**src/rtl/tiled_circle_pattern_shader_defines.svh**
```systemverilog
// assertion macros for the tiled circle pattern shader
`ifndef TILED_CIRCLE_PATTERN_SHADER_DEFINES_SVH
`define TILED_CIRCLE_PATTERN_SHADER_DEFINES_SVH
`ifndef ASSERT_OFF
// property must hold at every rising clock edge outside reset
`define TCPS_ASSERT(lbl, clk, rst_n, prop) \
    lbl: assert property (@(posedge clk) disable iff (!rst_n) prop) \
        else $error("tcps: assertion failed");
// condition must never be seen outside reset
`define TCPS_ASSERT_NEVER(lbl, clk, rst_n, cond) \
    lbl: assert property (@(posedge clk) disable iff (!rst_n) !(cond)) \
        else $error("tcps: forbidden condition seen");
`else
`define TCPS_ASSERT(lbl, clk, rst_n, prop)
`define TCPS_ASSERT_NEVER(lbl, clk, rst_n, cond)
`endif
`endif

```
**src/rtl/tcps_pkg.sv**
```systemverilog
// shared types, constants and lookup functions of the tiled circle pattern shader
`default_nettype none
package tcps_pkg;

    // interface widths
    localparam int CFG_W   = 13;
    localparam int PIX_W   = 12;
    localparam int DEP_W   = 16;
    localparam int COL_W   = 8;
    localparam int IN_W    = 40;
    localparam int OUT_W   = 64;

    // canvas register
    localparam logic [CFG_W-1:0] CANVAS_RST = 13'd512;
    localparam logic [CFG_W-1:0] MAX_CANVAS = 13'd4096;

    // fixed point
    localparam int Q_W     = 16;
    localparam int T_W     = 17;
    localparam int X_W     = 19;
    localparam int PAT_W   = 19;
    localparam int N_W     = 11;
    localparam int RECIP_W = 27;
    localparam logic [T_W-1:0] ONE_Q  = 17'd65536;
    localparam logic [17:0]    PI_Q   = 18'd205783;
    localparam logic [17:0]    HALF_S = 18'd32768;
    localparam logic [17:0]    ONE_S  = 18'd65536;

    // tiling divider
    localparam int NL        = 4;
    localparam int DVD_W     = 15;
    localparam int DIV_STEPS = DVD_W + Q_W;
    localparam logic [DVD_W-1:0] ZOOM_A = 15'd7;
    localparam logic [DVD_W-1:0] ZOOM_B = 15'd3;

    // pipeline depth
    localparam int TOP_LAT   = 1;
    localparam int GRID_LAT  = 9;
    localparam int COLOR_LAT = 6;
    localparam int PIPE_LAT  = TOP_LAT + DIV_STEPS + GRID_LAT + COLOR_LAT;

    // circle radius selector
    typedef enum logic [1:0] {
        RAD_023,
        RAD_001,
        RAD_020,
        RAD_005
    } t_rad;

    // smoothstep edges per radius
    localparam logic [X_W-1:0] E0_023 = 19'd10740;
    localparam logic [X_W-1:0] E1_023 = 19'd11870;
    localparam logic [X_W-1:0] E0_001 = 19'd467;
    localparam logic [X_W-1:0] E1_001 = 19'd516;
    localparam logic [X_W-1:0] E0_020 = 19'd9339;
    localparam logic [X_W-1:0] E1_020 = 19'd10322;
    localparam logic [X_W-1:0] E0_005 = 19'd2335;
    localparam logic [X_W-1:0] E1_005 = 19'd2580;

    // reciprocals floor(2^32 / (e1 - e0))
    localparam logic [RECIP_W-1:0] RCP_023 = RECIP_W'((64'd1 << 32) / 64'd1130);
    localparam logic [RECIP_W-1:0] RCP_001 = RECIP_W'((64'd1 << 32) / 64'd49);
    localparam logic [RECIP_W-1:0] RCP_020 = RECIP_W'((64'd1 << 32) / 64'd983);
    localparam logic [RECIP_W-1:0] RCP_005 = RECIP_W'((64'd1 << 32) / 64'd245);

    // colours in Q.16
    localparam logic signed [17:0] COL_A [3] = '{18'sd4915, 18'sd7471, 18'sd21561};
    localparam logic signed [17:0] COL_B [3] = '{18'sd63767, 18'sd55247, 18'sd44237};
    localparam logic signed [17:0] COL_C [3] = '{18'sd49873, 18'sd16187, 18'sd6685};

    function automatic logic [X_W-1:0] edge_lo(input t_rad rad);
        logic [X_W-1:0] e;
        case (rad)
            RAD_023: e = E0_023;
            RAD_001: e = E0_001;
            RAD_020: e = E0_020;
            RAD_005: e = E0_005;
            default: e = E0_023;
        endcase
        return e;
    endfunction

    function automatic logic [X_W-1:0] edge_hi(input t_rad rad);
        logic [X_W-1:0] e;
        case (rad)
            RAD_023: e = E1_023;
            RAD_001: e = E1_001;
            RAD_020: e = E1_020;
            RAD_005: e = E1_005;
            default: e = E1_023;
        endcase
        return e;
    endfunction

    function automatic logic [RECIP_W-1:0] edge_recip(input t_rad rad);
        logic [RECIP_W-1:0] r;
        case (rad)
            RAD_023: r = RCP_023;
            RAD_001: r = RCP_001;
            RAD_020: r = RCP_020;
            RAD_005: r = RCP_005;
            default: r = RCP_023;
        endcase
        return r;
    endfunction

endpackage
`default_nettype wire

```
**src/rtl/tcps_color.sv**
```systemverilog
// colour blend, clamp and 8-bit scaling of three channels
`default_nettype none
module tcps_color
    import tcps_pkg::*;
(
    input  wire logic               i_clk,
    input  wire logic               i_en,
    input  wire logic [PAT_W-1:0]   i_p023,
    input  wire logic [PAT_W-1:0]   i_p001,
    input  wire logic [PAT_W-1:0]   i_p020,
    input  wire logic [PAT_W-1:0]   i_p005,
    output logic      [COL_W-1:0]   o_ch [3]
);

    // stage 1: blend weights
    logic signed [19:0] r_t1;
    logic [PAT_W-1:0]   r_t2_1, r_sub_1;
    always_ff @(posedge i_clk) begin
        if (i_en) begin
            r_t1    <= $signed({1'b0, i_p023}) - $signed({1'b0, i_p001});
            r_t2_1  <= i_p020;
            r_sub_1 <= i_p005;
        end
    end

    // stage 2: (b - a) * t1
    logic signed [37:0] r_p1 [3];
    logic [PAT_W-1:0]   r_t2_2, r_sub_2;
    always_ff @(posedge i_clk) begin
        if (i_en) begin
            for (int ch = 0; ch < 3; ch++) begin
                r_p1[ch] <= 38'(COL_B[ch] - COL_A[ch]) * 38'(r_t1);
            end
            r_t2_2  <= r_t2_1;
            r_sub_2 <= r_sub_1;
        end
    end

    // stage 3: first mix minus colour c
    logic signed [20:0] r_d1 [3];
    logic [PAT_W-1:0]   r_t2_3, r_sub_3;
    always_ff @(posedge i_clk) begin
        if (i_en) begin
            for (int ch = 0; ch < 3; ch++) begin
                r_d1[ch] <= 21'(38'(COL_A[ch] - COL_C[ch]) + (r_p1[ch] >>> 16));
            end
            r_t2_3  <= r_t2_2;
            r_sub_3 <= r_sub_2;
        end
    end

    // stage 4: (c1 - c) * t2
    logic signed [39:0] r_p2 [3];
    logic [PAT_W-1:0]   r_sub_4;
    always_ff @(posedge i_clk) begin
        if (i_en) begin
            for (int ch = 0; ch < 3; ch++) begin
                r_p2[ch] <= 40'(r_d1[ch]) * 40'($signed({1'b0, r_t2_3}));
            end
            r_sub_4 <= r_sub_3;
        end
    end

    // stage 5: second mix, subtract, clamp to [0,1]
    logic signed [23:0] w_v [3];
    logic [T_W-1:0]     r_v5 [3];
    always_comb begin
        for (int ch = 0; ch < 3; ch++) begin
            w_v[ch] = 24'(COL_C[ch]) + 24'(r_p2[ch] >>> 16)
                    - $signed({5'b0, r_sub_4});
        end
    end
    always_ff @(posedge i_clk) begin
        if (i_en) begin
            for (int ch = 0; ch < 3; ch++) begin
                if (w_v[ch] < 0) begin
                    r_v5[ch] <= '0;
                end else if (w_v[ch] > $signed(24'(ONE_Q))) begin
                    r_v5[ch] <= ONE_Q;
                end else begin
                    r_v5[ch] <= T_W'(w_v[ch]);
                end
            end
        end
    end

    // stage 6: scale to 8 bits with rounding
    logic [25:0]      w_sc [3];
    logic [COL_W-1:0] r_ch [3];
    always_comb begin
        for (int ch = 0; ch < 3; ch++) begin
            w_sc[ch] = (26'(r_v5[ch]) << 8) - 26'(r_v5[ch]) + 26'd32768;
        end
    end
    always_ff @(posedge i_clk) begin
        if (i_en) begin
            for (int ch = 0; ch < 3; ch++) begin
                r_ch[ch] <= w_sc[ch][23:16];
            end
        end
    end

    assign o_ch = r_ch;

endmodule
`default_nettype wire

```
**config.mk**
```make
export PLATFORM = sky130hd
export DESIGN_NAME = tcps_color
export DESIGN_NICKNAME = d
export VERILOG_FILES = /design/src/rtl/tiled_circle_pattern_shader_defines.svh /design/src/rtl/tcps_pkg.sv /design/src/rtl/tcps_color.sv
export SDC_FILE = /design/constraint.sdc
export NUM_CORES = 2
export LEC_CHECK = 0
export BUFFER_PORTS_ARGS = -buffer_cell sky130_fd_sc_hd__buf_2
export CORE_MARGIN = 1.5
export CORE_UTILIZATION = 50
export CTS_CLUSTER_SIZE = 10
export DETAILED_ROUTE_END_ITERATION = 8
export PLACE_DENSITY = 0.67
export SYNTH_ARGS = -nofsm -noshare
export SYNTH_HDL_FRONTEND = slang
export SYNTH_SLANG_ARGS = --single-unit
```
**constraint.sdc**
```tcl
create_clock -name i_clk -period 18.5 [get_ports i_clk]
set_clock_uncertainty 0.05 [all_clocks]
set_input_delay 1.85 -clock i_clk [delete_from_list [all_inputs] [get_ports i_clk]]
set_output_delay 1.85 -clock i_clk [all_outputs]
set_load 0.02 [all_outputs]
```
==> reports/summary.txt <==
result of the run - finished clean
clock tree root driver cell - sky130_fd_sc_hd__clkbuf_16
kind of launch point of the worst setup path - flop
count of fill cells added during filler insertion - 13600
commonest non-fill, non-tap cells in the layout - sky130_fd_sc_hd__inv_1, sky130_fd_sc_hd__fa_1, sky130_fd_sc_hd__ha_1, sky130_fd_sc_hd__and2_1, sky130_fd_sc_hd__nand2_1
Yosys top cell by area - sky130_fd_sc_hd__fa_1
count of port buffers added during placement - 101
unrepaired setup endpoints after global routing - no
number of pins with negative max-slew slack in the final report - 0
routed via count divided by cell count - 5.22
dpl cells - 9698
most common cell after layout, fill and taps aside - sky130_fd_sc_hd__inv_1
Peak Freq - 115 MHz
number of antenna violations at the first check in global routing - 5
final total negative setup slack - 0 ps
worst-path maximum fanout - 45
number of hold-slack violations in the final timing report - 0
clock sinks - 425
CP Launch Point - r_t2_3[14]
full die area - 0.158 mm2
core utilization of the finished layout - 53.3%
first-pass GRT wire length - 298000 um
std cell rows - 144
Max-slew headroom - 27.6%
Syn. warnings - 0
path type of the worst min-delay path - flop to flop
routed length per placed instance - 18.7 um
Final ANT Viol Nets - 0
gate count of the mapped netlist - 7705
syn nets - 10200
Resized cells post-CTS - 0
# IOs - 102
data arrival time of the critical path - 9070 ps
TritonCTS clock tree - done
Worst-Margin Slew - 1090 ps
core region area - 0.154 mm2
growth of design area from synthesis to finish - 5.76%
type of the worst setup path - flop to flop
Clk pin slew, worst setup/hold paths - 60 ps
starting density of the core - 50.4%
non-filler cells, final - 9791
total via count in the routed design - 51100
share of flip-flops with an asynchronous set or reset after synthesis - 0%
largest net degree at the start of global routing - 130
buffer count from post-CTS setup fixing - 0
Post-Route WL - 183000 um
buffer levels on the longest clock path - 3
startpoint of the most critical hold path - r_t2_1[13]
Synth top area share - 39.0%
Seq/Total Area, Yosys - 16.4%
final critical-path required period - 8700 ps
nets@finish - 10200
synth unique cells - 85
weighted congestion reported at the end of routability-driven placement - 0.884
area occupied by registers - 0.0128 mm2
area of the mapped netlist - 0.0779 mm2
hold buffer count at cts - 0
Final setup viols - 0
horizontal extent of the die - 398 um
insertion delay to the later sink of the worst-skew pair - 680 ps
critical path data required time - 18870 ps
top area cells in the synthesized netlist - sky130_fd_sc_hd__fa_1, sky130_fd_sc_hd__edfxtp_1, sky130_fd_sc_hd__ha_1
number of flops mapped to enable cells by yosys - 425
Worst Reg-to-Reg Cells - 24
Min-Delay Path Depth - 0
DRC errors left - 0
share of layout cells above drive strength 1 - 3.43%
average instance area after synthesis - 10.1 um2
pre-CTS setup slack - 10000 ps
Overall Global Routing Usage - 24.2%
post-layout worst setup margin - 9800 ps
share of the clock period used by the worst path after layout - 47.0%
Critical R2R Launch - r_t2_3[14]
number of buffers added by the clock tree synthesis step - 57
die height - 398 um
combined area of the multi-input logic cells - 0.0565 mm2
Max-cap violations - 0
prevailing post-synth register cell - sky130_fd_sc_hd__edfxtp_1
First-pass DRT Iterations - 6
number of global-route vias before repair - 55400
Iter 0 DRT Violations - 3153
number of register bits inferred by synthesis - 425
number of H-tree levels - 2
nature of the critical path endpoint - flop
gr ovfl total - 0
Detail Placement HPWL - 145000 um
==> state kept, by name, indices dropped and copies added, names as in the netlist, 20 cells and up <==
register,flops
o_ch,24
r_d1,63
r_p1,62
r_p2,72
r_t1,20
r_v5,51
==> kinds of logic (layout without fill, tap and decap cells) <==
group	count (synthesis)	after routing	synth area share, %
buffers and inverters	2280	2321	11.0
flip-flops	425	425	16.4
XOR/XNOR	294	294	3.31
AND/OR/NAND/NOR	1796	1796	11.9
multiplexers	5	5	0.0643
AO/OA/AOI/OAI	537	537	4.66
adder cells (fa/ha/maj)	2368	2368	52.7
other	0	1	0
==> through the flow <==
step | hold WS (ps) | cell area [um2]
after global routing | 369 | 82300
final | 361 | 82400
after CTS | 359 | 82300
after floorplan | 350 | 77900
after detailed placement | 355 | 80600
after global placement | 352 | 80600
==> layer usage <==
layer / track usage (%) / up-vias / wire (um)
met3: 3.51 / 339 / 12100
met5: 0 / - / 12
li1: - / 23300 / -
met1: 33.1 / 25900 / 78600
met4: 8.04 / 2 / 6840
met2: 39.5 / 1488 / 85300
==> path summary, 6_finish.rpt <==
kind,slack [ps],to
setup / recovery,9800,r_p2[0][39]
hold / removal,360,r_t2_2[13]
setup reg to reg,9800,r_p2[0][39]
hold reg to reg,360,r_t2_2[13]
==> critical path, stage by stage (launching register included) <==
cell                       delay (ps)
sky130_fd_sc_hd__edfxtp_1         900
sky130_fd_sc_hd__buf_4            620
sky130_fd_sc_hd__nand2_1          180
sky130_fd_sc_hd__fa_1             600
sky130_fd_sc_hd__inv_1             70
sky130_fd_sc_hd__fa_1             550
sky130_fd_sc_hd__fa_1             430
sky130_fd_sc_hd__fa_1             560
sky130_fd_sc_hd__fa_1             460
sky130_fd_sc_hd__fa_1             490
sky130_fd_sc_hd__inv_1             50
sky130_fd_sc_hd__fa_1             500
sky130_fd_sc_hd__inv_1             50
sky130_fd_sc_hd__ha_1             370
sky130_fd_sc_hd__nand4_1          170
sky130_fd_sc_hd__nor2_1           160
sky130_fd_sc_hd__o21ai_0           90
sky130_fd_sc_hd__a311oi_1         710
sky130_fd_sc_hd__o21ai_0          270
sky130_fd_sc_hd__a21boi_1         360
sky130_fd_sc_hd__o211ai_1         130
sky130_fd_sc_hd__a31oi_1          260
sky130_fd_sc_hd__or4_1            170
sky130_fd_sc_hd__a31oi_1          100
sky130_fd_sc_hd__xnor2_1          130
==> area by class of cell <==
| cell class | instances | area share, % |
|---|---|---|
| timing repair buffer | 154 | 1.12 |
| clock buffer | 66 | 1.77 |
| inverter | 2075 | 9.46 |
| clock inverter | 26 | 0.389 |
| tap | 2044 | 3.11 |
| antenna | 1 | 0.00304 |
| sequential | 425 | 15.5 |
| multi-input combinational | 5000 | 68.6 |
==> synthesized netlist by cell type, drive strengths merged (39+ instances only) <==
cell type,instances
a21o,75
a21oi,147
and2,679
clkbuf,199
edfxtp,425
fa,1517
ha,851
inv,2075
nand2,617
nand3,43
nor2,182
nor2b,39
nor3,64
o21a,46
o21ai,94
xnor2,193
xor2,101
Power is left out: the tool's default activity adds up to more than one toggle a clock period on the data nets, which glitch-free logic cannot reach.
